**src/design/kcac_pkg.sv**
```systemverilog
package kcac_pkg;

    // Field widths of the item and of the panel state
    localparam int KEY_W    = 4;
    localparam int SENS_W   = 2;
    localparam int MODE_W   = 3;
    localparam int COUNT_W  = 3;
    localparam int EVENT_W  = 4;
    localparam int DIGIT_W  = 4;

    // Key codes
    localparam logic [KEY_W-1:0] KEY_NO        = 4'd0;
    localparam logic [KEY_W-1:0] KEY_YES       = 4'd1;
    localparam logic [KEY_W-1:0] KEY_DIGIT_MAX = 4'd9;
    localparam logic [KEY_W-1:0] KEY_STAR      = 4'd10;
    localparam logic [KEY_W-1:0] KEY_HASH      = 4'd11;

    typedef enum logic [MODE_W-1:0] {
        MODE_ENTER      = 3'd0,
        MODE_ASK_ARM    = 3'd1,
        MODE_ASK_CHANGE = 3'd2,
        MODE_NEW_CODE   = 3'd3,
        MODE_ARMED      = 3'd4,
        MODE_TRIGGERED  = 3'd5
    } mode_t;

    typedef enum logic [EVENT_W-1:0] {
        EV_NONE     = 4'd0,
        EV_DIGIT    = 4'd1,
        EV_CODE_OK  = 4'd2,
        EV_WRONG    = 4'd3,
        EV_ARMED    = 4'd4,
        EV_ALARM    = 4'd5,
        EV_DISARMED = 4'd6,
        EV_UPDATED  = 4'd7,
        EV_STANDBY  = 4'd8
    } event_t;

    // Input beat
    typedef struct packed {
        logic               key_valid;
        logic [KEY_W-1:0]   key_code;
        logic [SENS_W-1:0]  door_sensors;
    } in_item_t;

    // Result beat
    typedef struct packed {
        logic [MODE_W-1:0]  mode;
        logic               siren_active;
        logic [COUNT_W-1:0] digits_entered;
        logic [EVENT_W-1:0] event_res;
    } out_item_t;

    // Scalar panel state carried between the registers and the step logic
    typedef struct packed {
        mode_t              mode;
        logic [COUNT_W-1:0] count;
    } panel_state_t;

endpackage

```
**src/design/kcac_step.sv**
```systemverilog
module kcac_step #(
    parameter int CODE_DIGITS = 4
) (
    input  kcac_pkg::in_item_t     item,
    input  kcac_pkg::panel_state_t state_cur,
    input  logic [kcac_pkg::DIGIT_W-1:0] entry_digits [CODE_DIGITS],
    input  logic [kcac_pkg::DIGIT_W-1:0] stored_code  [CODE_DIGITS],
    output kcac_pkg::panel_state_t state_next,
    output logic [kcac_pkg::DIGIT_W-1:0] entry_next  [CODE_DIGITS],
    output logic [kcac_pkg::DIGIT_W-1:0] stored_next [CODE_DIGITS],
    output kcac_pkg::out_item_t    result
);
    import kcac_pkg::*;

    localparam logic [COUNT_W:0] FULL_COUNT = (COUNT_W+1)'(CODE_DIGITS);

    logic                  is_digit;
    logic                  entry_full;
    logic                  code_match;
    logic [COUNT_W:0]      count_inc;
    logic [COUNT_W-1:0]    take_count;
    event_t                take_event;
    event_t                event_res;
    logic [DIGIT_W-1:0]    wr_digits [CODE_DIGITS];

    // Place the key at the current entry position
    always_comb begin
        for (int i = 0; i < CODE_DIGITS; i++) begin
            wr_digits[i] = (state_cur.count == COUNT_W'(i)) ? item.key_code : entry_digits[i];
        end
    end

    // Compare the completed entry against the stored code
    always_comb begin
        code_match = 1'b1;
        for (int i = 0; i < CODE_DIGITS; i++) begin
            if (wr_digits[i] != stored_code[i]) begin
                code_match = 1'b0;
            end
        end
    end

    // Entry buffer edit for one key: digit, star or hash
    always_comb begin
        is_digit   = item.key_code <= KEY_DIGIT_MAX;
        count_inc  = {1'b0, state_cur.count} + (COUNT_W+1)'(1);
        entry_full = is_digit && (count_inc >= FULL_COUNT);
        take_count = state_cur.count;
        take_event = EV_NONE;
        if (item.key_code == KEY_HASH) begin
            if (state_cur.count != '0) begin
                take_count = state_cur.count - COUNT_W'(1);
            end
        end else if (item.key_code == KEY_STAR) begin
            take_count = '0;
        end else if (is_digit) begin
            take_count = count_inc[COUNT_W-1:0];
            take_event = EV_DIGIT;
        end
    end

    // Advance the panel mode
    always_comb begin
        state_next  = state_cur;
        entry_next  = entry_digits;
        stored_next = stored_code;
        event_res   = EV_NONE;
        unique case (state_cur.mode)
            MODE_ASK_ARM: begin
                if (item.key_valid && item.key_code == KEY_YES) begin
                    state_next = '{mode: MODE_ARMED, count: '0};
                    event_res  = EV_ARMED;
                end else if (item.key_valid && item.key_code == KEY_NO) begin
                    state_next = '{mode: MODE_ASK_CHANGE, count: '0};
                end
            end
            MODE_ASK_CHANGE: begin
                if (item.key_valid && item.key_code == KEY_YES) begin
                    state_next = '{mode: MODE_NEW_CODE, count: '0};
                end else if (item.key_valid && item.key_code == KEY_NO) begin
                    state_next = '{mode: MODE_ENTER, count: '0};
                    event_res  = EV_STANDBY;
                end
            end
            MODE_NEW_CODE: begin
                if (item.key_valid) begin
                    state_next.count = take_count;
                    event_res        = take_event;
                    if (is_digit) begin
                        entry_next = wr_digits;
                    end
                    if (entry_full) begin
                        stored_next = wr_digits;
                        state_next  = '{mode: MODE_ENTER, count: '0};
                        event_res   = EV_UPDATED;
                    end
                end
            end
            MODE_ARMED: begin
                if (item.door_sensors != '0) begin
                    state_next = '{mode: MODE_TRIGGERED, count: '0};
                    event_res  = EV_ALARM;
                end
            end
            MODE_TRIGGERED: begin
                if (item.key_valid) begin
                    state_next.count = take_count;
                    event_res        = take_event;
                    if (is_digit) begin
                        entry_next = wr_digits;
                    end
                    if (entry_full) begin
                        state_next.count = '0;
                        if (code_match) begin
                            state_next.mode = MODE_ENTER;
                            event_res       = EV_DISARMED;
                        end else begin
                            event_res = EV_WRONG;
                        end
                    end
                end
            end
            default: begin
                state_next.mode = MODE_ENTER;
                if (item.key_valid) begin
                    state_next.count = take_count;
                    event_res        = take_event;
                    if (is_digit) begin
                        entry_next = wr_digits;
                    end
                    if (entry_full) begin
                        state_next.count = '0;
                        if (code_match) begin
                            state_next.mode = MODE_ASK_ARM;
                            event_res       = EV_CODE_OK;
                        end else begin
                            event_res = EV_WRONG;
                        end
                    end
                end
            end
        endcase
    end

    // Build the result beat from the updated state
    always_comb begin
        result.mode           = state_next.mode;
        result.siren_active   = state_next.mode == MODE_TRIGGERED;
        result.digits_entered = state_next.count;
        result.event_res      = event_res;
    end

endmodule

```
**src/design/keypad_code_alarm_controller_core.sv**
```systemverilog
// Keypad code lock and alarm panel controller.
// Input channel (s_valid/s_ready/s_item): one beat per sample, carrying an
// optional decoded key press and the two door sensor levels.
// Result channel (m_valid/m_ready/m_item): exactly one beat per input beat,
// giving the panel mode, siren, digits held and the event of that step.
// Pipeline: input register, then the combinational mode update into the
// result register. An accepted beat passes the input register and then
// the result register before it is offered on the result channel.
// Throughput: one beat per cycle unless m_ready stalls, set by the single
// mode update stage; an empty input register takes a beat while a result waits.
// A stall on m_ready holds the result register, then the input register,
// and only then drops s_ready.
// Reset (aresetn low, synchronous): mode enter code, no digits held,
// stored code 1,2,3,4 (digit i is i+1), both stages empty.
// The entry digit buffer has no reset; only digits written since the last
// clear are ever compared.
module keypad_code_alarm_controller_core #(
    parameter int CODE_DIGITS = 4
) (
    input  logic                aclk,
    input  logic                aresetn,
    input  logic                s_valid,
    output logic                s_ready,
    input  kcac_pkg::in_item_t  s_item,
    output logic                m_valid,
    input  logic                m_ready,
    output kcac_pkg::out_item_t m_item
);
    import kcac_pkg::*;

    logic         stage_valid_reg;
    in_item_t     stage_item_reg;
    logic         out_valid_reg;
    out_item_t    out_item_reg;
    logic         advance;

    panel_state_t state_reg;
    panel_state_t state_next;
    out_item_t    result_next;
    logic [DIGIT_W-1:0] entry_reg   [CODE_DIGITS];
    logic [DIGIT_W-1:0] entry_next  [CODE_DIGITS];
    logic [DIGIT_W-1:0] stored_reg  [CODE_DIGITS];
    logic [DIGIT_W-1:0] stored_next [CODE_DIGITS];

    // Move the staged beat into the result register when it is free
    assign advance = stage_valid_reg && (!out_valid_reg || m_ready);
    assign s_ready = !stage_valid_reg || advance;
    assign m_valid = out_valid_reg;
    assign m_item  = out_item_reg;

    kcac_step #(
        .CODE_DIGITS(CODE_DIGITS)
    ) u_step (
        .item         (stage_item_reg),
        .state_cur    (state_reg),
        .entry_digits (entry_reg),
        .stored_code  (stored_reg),
        .state_next   (state_next),
        .entry_next   (entry_next),
        .stored_next  (stored_next),
        .result       (result_next)
    );

    // Input stage
    always_ff @(posedge aclk) begin
        if (!aresetn) begin
            stage_valid_reg <= 1'b0;
        end else if (s_ready) begin
            stage_valid_reg <= s_valid;
        end
    end

    always_ff @(posedge aclk) begin
        if (s_valid && s_ready) begin
            stage_item_reg <= s_item;
        end
    end

    // Result stage
    always_ff @(posedge aclk) begin
        if (!aresetn) begin
            out_valid_reg <= 1'b0;
        end else if (advance) begin
            out_valid_reg <= 1'b1;
        end else if (m_ready) begin
            out_valid_reg <= 1'b0;
        end
    end

    always_ff @(posedge aclk) begin
        if (advance) begin
            out_item_reg <= result_next;
        end
    end

    // Panel mode, entry count and stored code
    always_ff @(posedge aclk) begin
        if (!aresetn) begin
            state_reg <= '{mode: MODE_ENTER, count: '0};
            for (int i = 0; i < CODE_DIGITS; i++) begin
                stored_reg[i] <= DIGIT_W'(i + 1);
            end
        end else if (advance) begin
            state_reg  <= state_next;
            stored_reg <= stored_next;
        end
    end

    // Entry digit buffer, no reset
    always_ff @(posedge aclk) begin
        if (advance) begin
            entry_reg <= entry_next;
        end
    end

`ifndef SYNTHESIS
    // Siren follows the triggered mode in every result
    assert property (@(posedge aclk) disable iff (!aresetn)
        m_valid |-> (m_item.siren_active == (m_item.mode == MODE_TRIGGERED)))
        else $error("siren_active disagrees with mode");

    // A full entry is always judged, so fewer than CODE_DIGITS are held
    assert property (@(posedge aclk) disable iff (!aresetn)
        m_valid |-> ({1'b0, m_item.digits_entered} < (COUNT_W+1)'(CODE_DIGITS)))
        else $error("digit count reached code length");

    // Input stalls only when both stages hold beats and the receiver stalls
    assert property (@(posedge aclk) disable iff (!aresetn)
        !s_ready |-> (m_valid && !m_ready))
        else $error("input stalled with room in the pipeline");

    // An armed event always leaves the panel armed
    assert property (@(posedge aclk) disable iff (!aresetn)
        (m_valid && m_item.event_res == EV_ARMED) |-> (m_item.mode == MODE_ARMED))
        else $error("armed event without armed mode");
`endif

endmodule

```
**config.mk**
```make
export PLATFORM = sky130hd
export DESIGN_NAME = keypad_code_alarm_controller_core
export DESIGN_NICKNAME = d
export VERILOG_FILES = /design/src/design/kcac_pkg.sv /design/src/design/kcac_step.sv /design/src/design/keypad_code_alarm_controller_core.sv
export SDC_FILE = /design/constraint.sdc
export NUM_CORES = 1
export LEC_CHECK = 0
export ABC_AREA = 1
export BUFFER_PORTS_ARGS = -buffer_cell sky130_fd_sc_hd__buf_4
export CAP_MARGIN = 5
export CORE_ASPECT_RATIO = 0.9
export CORE_UTILIZATION = 60
export DETAILED_ROUTE_END_ITERATION = 10
export PLACE_DENSITY = 0.86
export SYNTH_ARGS = -nofsm -noshare
export SYNTH_HDL_FRONTEND = slang
export SYNTH_SLANG_ARGS = --single-unit
```
**constraint.sdc**
```tcl
create_clock -name aclk -period 2.8 [get_ports aclk]
set_clock_uncertainty 0.2 [all_clocks]
set_input_delay 0.42 -clock aclk [delete_from_list [all_inputs] [get_ports aclk]]
set_output_delay 0.42 -clock aclk [all_outputs]
set_load 0.01 [all_outputs]
```
### After elaboration in Yosys (flattened, before gate mapping)

Cells that the tools add are included.
W data, S select, Z words.

* register bits after elaboration: 58
* bits of input ports: 11
* output and inout port bits: 13
* word-level logic and storage cells: 101

* add/subtract/negate cells: 2
* order comparisons: 2
* equality and inequality tests: 16
* muxes and demuxes: 44
* bitwise gates (word level): 1
* reduce and logical (&&, ||, !) cells: 17

Operators by type and width (number)
* $mux W6: 11
* $mux W4: 14
* $pmux W6 S5: 1
* $mux W3: 8
* $pmux W4 S5: 1
* $ne A4 B4 Y1: 4
* $eq A3 B2 Y1 const B: 4
* $eq A3 B3 Y1 const B: 3
* $mux W1: 9
* $eq A4 B4 Y1 const B: 2
* $reduce_and A4 Y1: 2
* $eq A3 B1 Y1 const B: 2
* $logic_and A1 B1 Y1: 5
* $add A3 B1 Y4 const B: 1
* $eq A4 B1 Y1 const B: 1
* $ge A4 B3 Y1 const B: 1
* $le A4 B4 Y1 const B: 1
* $logic_not A4 Y1: 1
* $reduce_bool A2 Y1: 2
* $logic_not A3 Y1: 1
* $reduce_bool A3 Y1: 1
* $reduce_or A3 Y1: 1
* $sub A3 B1 Y3 const B: 1
* $logic_not A1 Y1: 2
* 2 further kinds: 3

### Depth between registers and ports, before layout

Gate-level depths: netlist (run 1).

* depth in word-level cells: 12
* gate-level depth with buffers: 17
* depth with buffers taken out: 16

### Cells and area by module

From an unflattened synthesis (run 1), not the netlist that was laid out.

* cells, all modules: 494
* area, all modules: 3624.7 µm²

By module, submodules not included
* keypad_code_alarm_controller_core: times used 1, cells an instance 180, area an instance 2047.0 µm², seq. area each 1501.4 µm²
* kcac_step: times used 1, cells an instance 314, area an instance 1577.8 µm², seq. area each 0.0 µm²

### Worst setup path before layout (run 1)

No wires, ideal clock.

* path kind: input -> register
* start: in m_ready
* end: reg entry_reg[0] in the netlist's numbering, enable pin
* setup time: 409 ps
* arrival: 2046 ps
* required time: 2191 ps
* path slack: 145 ps
* cell stages on the path: 5
* path buffers: 1
* cell sequence: inv_1 nand2_1 nand2_1 clkbuf_1 nor3_1

* cells in the longest elaborated chain, start to end: 3

RTL lines
* start, declared: RTL line keypad_code_alarm_controller_core.sv:26 `input logic m_ready,`
* $logic_or A1 B1 Y1: RTL line keypad_code_alarm_controller_core.sv:46 `assign advance = stage_valid_reg && (!out_valid_reg || m_ready);`
* $logic_and A1 B1 Y1: RTL line keypad_code_alarm_controller_core.sv:46
* $reduce_and A4 Y1 (no line)
* end signal, assigned: RTL line keypad_code_alarm_controller_core.sv:112 `entry_reg <= entry_next;`
* end, declared: RTL line keypad_code_alarm_controller_core.sv:40 `logic [DIGIT_W-1:0] entry_reg [CODE_DIGITS];`

No other way between the ends.
A chain may end at the register's enable or synchronous reset.

==> impl_metrics.json, run 1 <==
{
  "run_status": "complete, no violations",
  "reg2reg_setup_slack_ns": 0.25,
  "post_cts.repair.setup_buffers": 0,
  "cp_num_buf_inv": 2,
  "power.leakage_uw": 0.00155,
  "crit_path_cell_trace": "inv_1 > ha_1 > nand2_1 > nand2_1 > nand3_1 > nand2_1 > nor2_1 > nand2_1 > nor2_4 > nand3_2 > nand2_2 > nand2_1 > nand2_2 > inv_1",
  "antenna_found_initial": 0,
  "achievable-frequency_ghz": 0.391,
  "crit_fanout": 6,
  "rr_endpoint": "m_item[8]$_DFFE_PP_",
  "min_period_over_period_pct": 91.2,
  "rows": 24,
  "ctsRootBufferMaster": "sky130_fd_sc_hd__clkbuf_8",
  "synth-seq-area-share_pct": 49.1,
  "cts_buffer_depth": 2,
  "fin_crit_ns": 2.55,
  "crit_required_ns": 2.70,
  "cpLargestDelayFamily": "simple AND/OR/NAND/NOR gates",
  "critical_path.startpoint_type": "flip-flop",
  "crit_path_frequent_cell": "sky130_fd_sc_hd__nand2_1",
  "hold_sp": "s_item[3]",
  "ys_types": 29,
  "power.total_uw": 1960,
  "dieArea_um2": 5390,
  "die_width_um": 77.3,
  "worst_hold_path_type": "primary input to flip-flop",
  "fraction_of_layout_cells_with_a_size_suffix_above_1_pct": 16.5,
  "gp_congestion": 0.959,
  "postRouteWirelength_um": 6590,
  "ys_warn_count": 0,
  "rsz_0062_raised_after_global_routing": "no",
  "power.net_switching_uw": 533,
  "timing.setup.tns_ns": 0,
  "drcViolationCount": 0,
  "clock_power_share_pct": 37.6,
  "avgViaCountPerCell": 5.63,
  "cts-buffers-inserted": 9,
  "cts.clk_slew.worst_paths_ns": 0.06,
  "port_buffers": 23,
  "numnets_final": 423,
  "drtPass1Iterations": 7,
  "setup_viol_count_final": 0,
  "worst_path_max_delay_cell": "sky130_fd_sc_hd__dfxtp_1",
  "die_h_um": 69.7,
  "grt_use_total_pct": 27.0,
  "vdd_ir_drop_max_mv": 0.430,
  "cts-hold-fix-buffers": 0,
  "clkSinkCount": 58,
  "grt_first_pass_wirelength_um": 11000,
  "drv_slew": 0,
  "power.sequential.fraction_pct": 49.3,
  "clock_tree_from_tritoncts": "yes",
  "dp_hpwl_um": 4540,
  "maxSlewHeadroom_pct": 62.4,
  "htreeDepth": 3,
  "clkLatencyLatePin_ns": 0.34,
  "initial_core_util_pct": 62.9,
  "grt_remaining_overflow": 0,
  "number_of_standard_cells_after_synthesis": 378,
  "internal_power_uw": 1430,
  "worstPathArrival_ns": 2.46,
  "n_antenna_cell": 0,
  "worst_hold_path_ep": "stage_item_reg[3]$_DFFE_PP_",
  "worstHoldPathCells": 1,
  "r2r_cells": 14,
  "critPathCaptureType": "flip-flop",
  "post_synth.cell_area_avg_um2": 8.09,
  "synthToLayoutAreaGrowth_pct": 13.5,
  "combPwrFrac_pct": 13.1,
  "floorplan.io_pins": 24,
  "cap_viol_max_count": 0,
  "grt_pass1_vias": 2380,
  "detail_route.wl_per_cell_um": 13.8,
  "drt.antenna.violating_nets": 0,
  "tightest_slew_ns": 0.562,
  "setup.worst_path.class": "flip-flop to flip-flop",
  "synth.net_count": 395,
  "maximum_number_of_pins_on_one_net_before_global_route_repair": 32,
  "worst_path_largest_cell_delay_ns": 0.43,
  "cts_repair_resize_count": 0,
  "powerDensity_nw_per_um2": 565,
  "final_hold_viol_count": 0,
  "post_synth_instance_area_um2": 3060,
  "synth_seq_cells": 58,
  "core_area_um2": 4860,
  "num_vias": 2678,
  "power.share.switching_pct": 27.2,
  "crit-reg2reg-launch": "state_reg[0]$_SDFFE_PN0P_",
  "first_drt_iteration_drcs": 247
}
==> cell families after synthesis <==
group / after synthesis / synth area share (%)
simple gates: 187 / 28.3
buf+inv: 64 / 8.67
compound gates: 62 / 11.2
flops: 58 / 49.1
fa+ha+maj: 6 / 2.45
xor+xnor: 1 / 0.286
==> worst max path at each step <==
stage | from | end | slack, ns | cells after the start
5_1_grt | state_reg[0]$_SDFFE_PN0P_ | m_item[8]$_DFFE_PP_ | 0.02 | 14
3_3_place_gp | state_reg[0]$_SDFFE_PN0P_ | m_item[8]$_DFFE_PP_ | 0.28 | 15
4_1_cts | state_reg[0]$_SDFFE_PN0P_ | m_item[8]$_DFFE_PP_ | 0.22 | 15
2_1_floorplan | m_ready | entry_reg[0]$_DFFE_PP_ | 0.14 | 5
3_5_place_dp | state_reg[0]$_SDFFE_PN0P_ | m_item[8]$_DFFE_PP_ | 0.22 | 15
6_report | state_reg[0]$_SDFFE_PN0P_ | m_item[8]$_DFFE_PP_ | 0.25 | 14
==> metrics by stage <==
stage / hold WS [ns] / setup slack (ns) / util (%) / std cells / cell area [um2]
floorplan: 0.262 / 0.145 / - / 378 / 3060
global placement: 0.286 / 0.280 / 67.5 / 460 / 3290
detailed placement: 0.287 / 0.223 / 67.5 / 460 / 3290
CTS: 0.0356 / 0.216 / 71.3 / 476 / 3470
global route: 0.0323 / 0.0194 / 71.4 / 476 / 3470
finish: 0.0463 / 0.245 / 71.4 / 476 / 3470
==> worst register-to-register path, stage by stage, from the launching register on <==
cell and delay [ns]:
sky130_fd_sc_hd__dfxtp_1 0.43, sky130_fd_sc_hd__inv_1 0.16, sky130_fd_sc_hd__ha_1 0.30, sky130_fd_sc_hd__nand2_1 0.22
sky130_fd_sc_hd__nand2_1 0.14, sky130_fd_sc_hd__nand3_1 0.09, sky130_fd_sc_hd__nand2_1 0.07, sky130_fd_sc_hd__nor2_1 0.10
sky130_fd_sc_hd__nand2_1 0.09, sky130_fd_sc_hd__nor2_4 0.13, sky130_fd_sc_hd__nand3_2 0.10, sky130_fd_sc_hd__nand2_2 0.11
sky130_fd_sc_hd__nand2_1 0.07, sky130_fd_sc_hd__nand2_2 0.08, sky130_fd_sc_hd__inv_1 0.04
==> layout make-up <==
type,instances,area (um2)
clock buffers,9,124
clock inverters,7,60.1
fillers,383,1390
inverters,54,203
multi-input cells,256,1300
flip-flops and latches,58,1500
well taps,65,81.3
repair buffers,27,203
==> power groups by stage <==
stage,registers [uW],logic (uW),clock network [uW]
floorplan,981,180,0
global placement,983,246,0
detailed placement,984,252,0
CTS,966,254,745
global route,969,291,781
finish,967,258,738
==> Yosys cell counts, drive strengths merged <==
cell,number,area [um2]
nand2,108,450
inv,54,203
nand3,40,215
edfxtp,34,1020
o21ai,31,155
nor2,27,126
dfxtp,24,480
a21oi,16,87.6
a31oi,11,68.8
buf,7,51.3
ha,6,75.1
nand4,5,31.3
nor3,4,20.0
clkbuf,3,11.3
nand3b,3,22.5
a211oi,1,7.51
o211ai,1,7.51
o21a,1,7.51
o221ai,1,8.76
xnor2,1,8.76
==> layer usage <==
layer	up-vias	global-route usage, %	share of wire (%)
met4	0	10.3	1.1
li1	1315	-	-
met2	125	39.7	46
met3	9	8.95	8.4
met5	-	0	0
met1	1229	36.9	45
==> cells in the final DEF (no fill, tap or decap), types with 2 or more instances in the layout <==
| cell | n |
|---|---|
| sky130_fd_sc_hd__nand2_4 | 2 |
| sky130_fd_sc_hd__nand4_1 | 5 |
| sky130_fd_sc_hd__nand3b_1 | 3 |
| sky130_fd_sc_hd__nand2_2 | 12 |
| sky130_fd_sc_hd__a21oi_1 | 14 |
| sky130_fd_sc_hd__nor2_4 | 3 |
| sky130_fd_sc_hd__edfxtp_1 | 34 |
| sky130_fd_sc_hd__a31oi_1 | 11 |
| sky130_fd_sc_hd__inv_2 | 2 |
| sky130_fd_sc_hd__ha_1 | 5 |
| sky130_fd_sc_hd__nand3_1 | 37 |
| sky130_fd_sc_hd__nor3_1 | 3 |
| sky130_fd_sc_hd__clkinv_2 | 3 |
| sky130_fd_sc_hd__nand3_2 | 3 |
| sky130_fd_sc_hd__inv_1 | 52 |
| sky130_fd_sc_hd__clkbuf_8 | 9 |
| sky130_fd_sc_hd__nand2_1 | 94 |
| sky130_fd_sc_hd__dfxtp_1 | 24 |
| sky130_fd_sc_hd__a21oi_2 | 2 |
| sky130_fd_sc_hd__clkinv_1 | 2 |
| sky130_fd_sc_hd__nor2_1 | 23 |
| sky130_fd_sc_hd__o21ai_0 | 31 |
| sky130_fd_sc_hd__buf_4 | 27 |
No activity file was read; power rests on OpenSTA's default activity.
==> run 2: changes to the inputs <==
Settings changed: CORE_MARGIN set to 2, CTS_CLUSTER_DIAMETER set to 150, SETUP_SLACK_MARGIN set to 0.05.
==> impl_metrics.json, run 2 (synthesis results as in run 1) <==
{
  "maximum_number_of_pins_on_one_net_before_global_route_repair": 32,
  "post_cts.repair.setup_buffers": 0,
  "most-common-layout-cells": "sky130_fd_sc_hd__nand2_1, sky130_fd_sc_hd__inv_1, sky130_fd_sc_hd__nand3_1",
  "min_period_over_period_pct": 90.7,
  "timing.final.ws_setup_ns": 0.261,
  "clock_power_share_pct": 38.5,
  "drcViolationCount": 0,
  "mostFrequentLayoutCell": "sky130_fd_sc_hd__nand2_1",
  "worstHoldPathCells": 1,
  "gp_congestion": 0.911,
  "cts-hold-fix-buffers": 0,
  "drt.antenna.violating_nets": 0,
  "clkSinkCount": 58,
  "crit-reg2reg-launch": "state_reg[0]$_SDFFE_PN0P_",
  "detail_route.wl_per_cell_um": 14.1,
  "grt_first_pass_wirelength_um": 11400,
  "worst_hold_path_type": "primary input to flip-flop",
  "fin_util_pct": 71.7,
  "postRouteWirelength_um": 6700,
  "avgViaCountPerCell": 5.56,
  "power.share.switching_pct": 25.8,
  "rows": 24,
  "setup.worst_path.class": "flip-flop to flip-flop",
  "first_drt_iteration_drcs": 180,
  "power.sequential.fraction_pct": 48.4,
  "internal_power_uw": 1480,
  "cap_viol_max_count": 0,
  "antenna_found_initial": 0,
  "cts.clk_slew.worst_paths_ns": 0.06,
  "crit_fanout": 6,
  "drv_slew": 0,
  "maxSlewHeadroom_pct": 63.6,
  "multi_input_area_um2": 1300,
  "fillers": 385,
  "cts-buffers-inserted": 9,
  "n_antenna_cell": 0,
  "power.net_switching_uw": 515,
  "htreeDepth": 3,
  "drtPass1Iterations": 5,
  "groute.layer.met1.usage_pct": 32.5,
  "worstPathArrival_ns": 2.44,
  "setup_viol_count_final": 0,
  "clock_tree_from_tritoncts": "yes",
  "place_worst_setup_slack_ns": 0.281,
  "floorplan.io_pins": 24,
  "rsz_0062_raised_after_global_routing": "no",
  "achievable-frequency_ghz": 0.394,
  "die_h_um": 71.7,
  "crit_required_ns": 2.71,
  "core_area_um2": 4860,
  "clkLatencyLatePin_ns": 0.34,
  "r2r_cells": 15,
  "critical_path.startpoint_type": "flip-flop",
  "run_status": "complete, no violations",
  "numnets_final": 423,
  "num_vias": 2641,
  "grt_use_met2_pct": 42.2,
  "critPathCaptureType": "flip-flop",
  "cts_buffer_depth": 2,
  "synthToLayoutAreaGrowth_pct": 13.9,
  "grt_use_total_pct": 26.4,
  "dieArea_um2": 5690,
  "regArea_um2": 1500,
  "crit_start": "state_reg[0]$_SDFFE_PN0P_",
  "powerDensity_nw_per_um2": 573,
  "fin_crit_ns": 2.54,
  "busiest_layer": "met2",
  "timing.setup.tns_ns": 0,
  "gr-usage-met3_pct": 8.19,
  "grt_pass1_vias": 2572,
  "dp_hpwl_um": 4760,
  "initial_core_util_pct": 62.9,
  "final_hold_viol_count": 0,
  "hold_sp": "s_item[0]",
  "ctsRootBufferMaster": "sky130_fd_sc_hd__clkbuf_8",
  "grt_remaining_overflow": 0,
  "tightest_slew_ns": 0.545,
  "combPwrFrac_pct": 13.1,
  "fraction_of_layout_cells_with_a_size_suffix_above_1_pct": 16.8,
  "vdd_ir_drop_max_mv": 0.535,
  "port_buffers": 23,
  "die_width_um": 79.3,
  "power.leakage_uw": 0.00155
}
run 2: cell count changes in the layout (fill, tap and decap cells not counted), sizes merged:
cell and change:
clkinv -3, clkinvlp -1, clkbuf +3
run 2: metrics by stage:
| stage | instance area [um2] | cells | total power, uW | hold WS, ns |
|---|---|---|---|---|
| 4_1_cts | 3480 | 475 | 1990 | 0.0432 |
| 6_report | 3490 | 475 | 2000 | 0.0517 |
| 3_5_place_dp | 3290 | 460 | 1240 | 0.284 |
| 5_1_grt | 3490 | 475 | 2070 | 0.0414 |
| 3_3_place_gp | 3290 | 460 | 1230 | 0.278 |
| 2_1_floorplan | 3060 | 378 | 1160 | 0.262 |
run 2: repair_timing:
item,in CTS,in global routing
gates resized for setup,0,2
endpoints found under the hold margin,0,0
endpoints found under the setup margin,0,1
run 2: path summary, 6_finish.rpt:
kind	end	slack [ns]
worst max register to register	m_item[8]$_DFFE_PP_	0.26
worst max-delay path	m_item[8]$_DFFE_PP_	0.26
worst min-delay path	stage_item_reg[0]$_DFFE_PP_	0.05
worst min register to register	stored_reg[12]$_SDFFE_PN1P_	0.30
run 2: metal layers:
| layer | wire (um) | part of all wire, % |
|---|---|---|
| met1 | 2910 | 43 |
| met2 | 3120 | 46 |
| met3 | 554 | 8.3 |
| met4 | 120 | 1.8 |
| met5 | 0 | 0 |
run 2: power groups by stage:
stage	sequential [uW]	clock [uW]	combinational (uW)
floorplan	981	0	180
global placement	982	0	247
detailed placement	984	0	256
CTS	966	771	257
global route	969	806	295
finish	966	769	262
run 2: cell type report:
cell class | count | share of cell area [%]
clock buffer | 12 | 4.45
tap | 65 | 2.33
multi-input combinational | 256 | 37.4
sequential | 58 | 43.1
inverter | 54 | 5.81
clock inverter | 3 | 1.15
timing repair buffer | 27 | 5.81
run 2: worst max-delay path, stage by stage, from the launching register on:
cell                      delay, ns
sky130_fd_sc_hd__dfxtp_1       0.36
sky130_fd_sc_hd__inv_1         0.20
sky130_fd_sc_hd__ha_1          0.31
sky130_fd_sc_hd__inv_1         0.06
sky130_fd_sc_hd__nor2_1        0.13
sky130_fd_sc_hd__nand2_1       0.11
sky130_fd_sc_hd__nand2_1       0.13
sky130_fd_sc_hd__nand2_1       0.06
sky130_fd_sc_hd__nand2_1       0.08
sky130_fd_sc_hd__nand3_1       0.13
sky130_fd_sc_hd__nor2_4        0.13
sky130_fd_sc_hd__nand3_2       0.10
sky130_fd_sc_hd__nand2_2       0.10
sky130_fd_sc_hd__nand2_1       0.07
sky130_fd_sc_hd__nand2_2       0.08
sky130_fd_sc_hd__inv_1         0.05
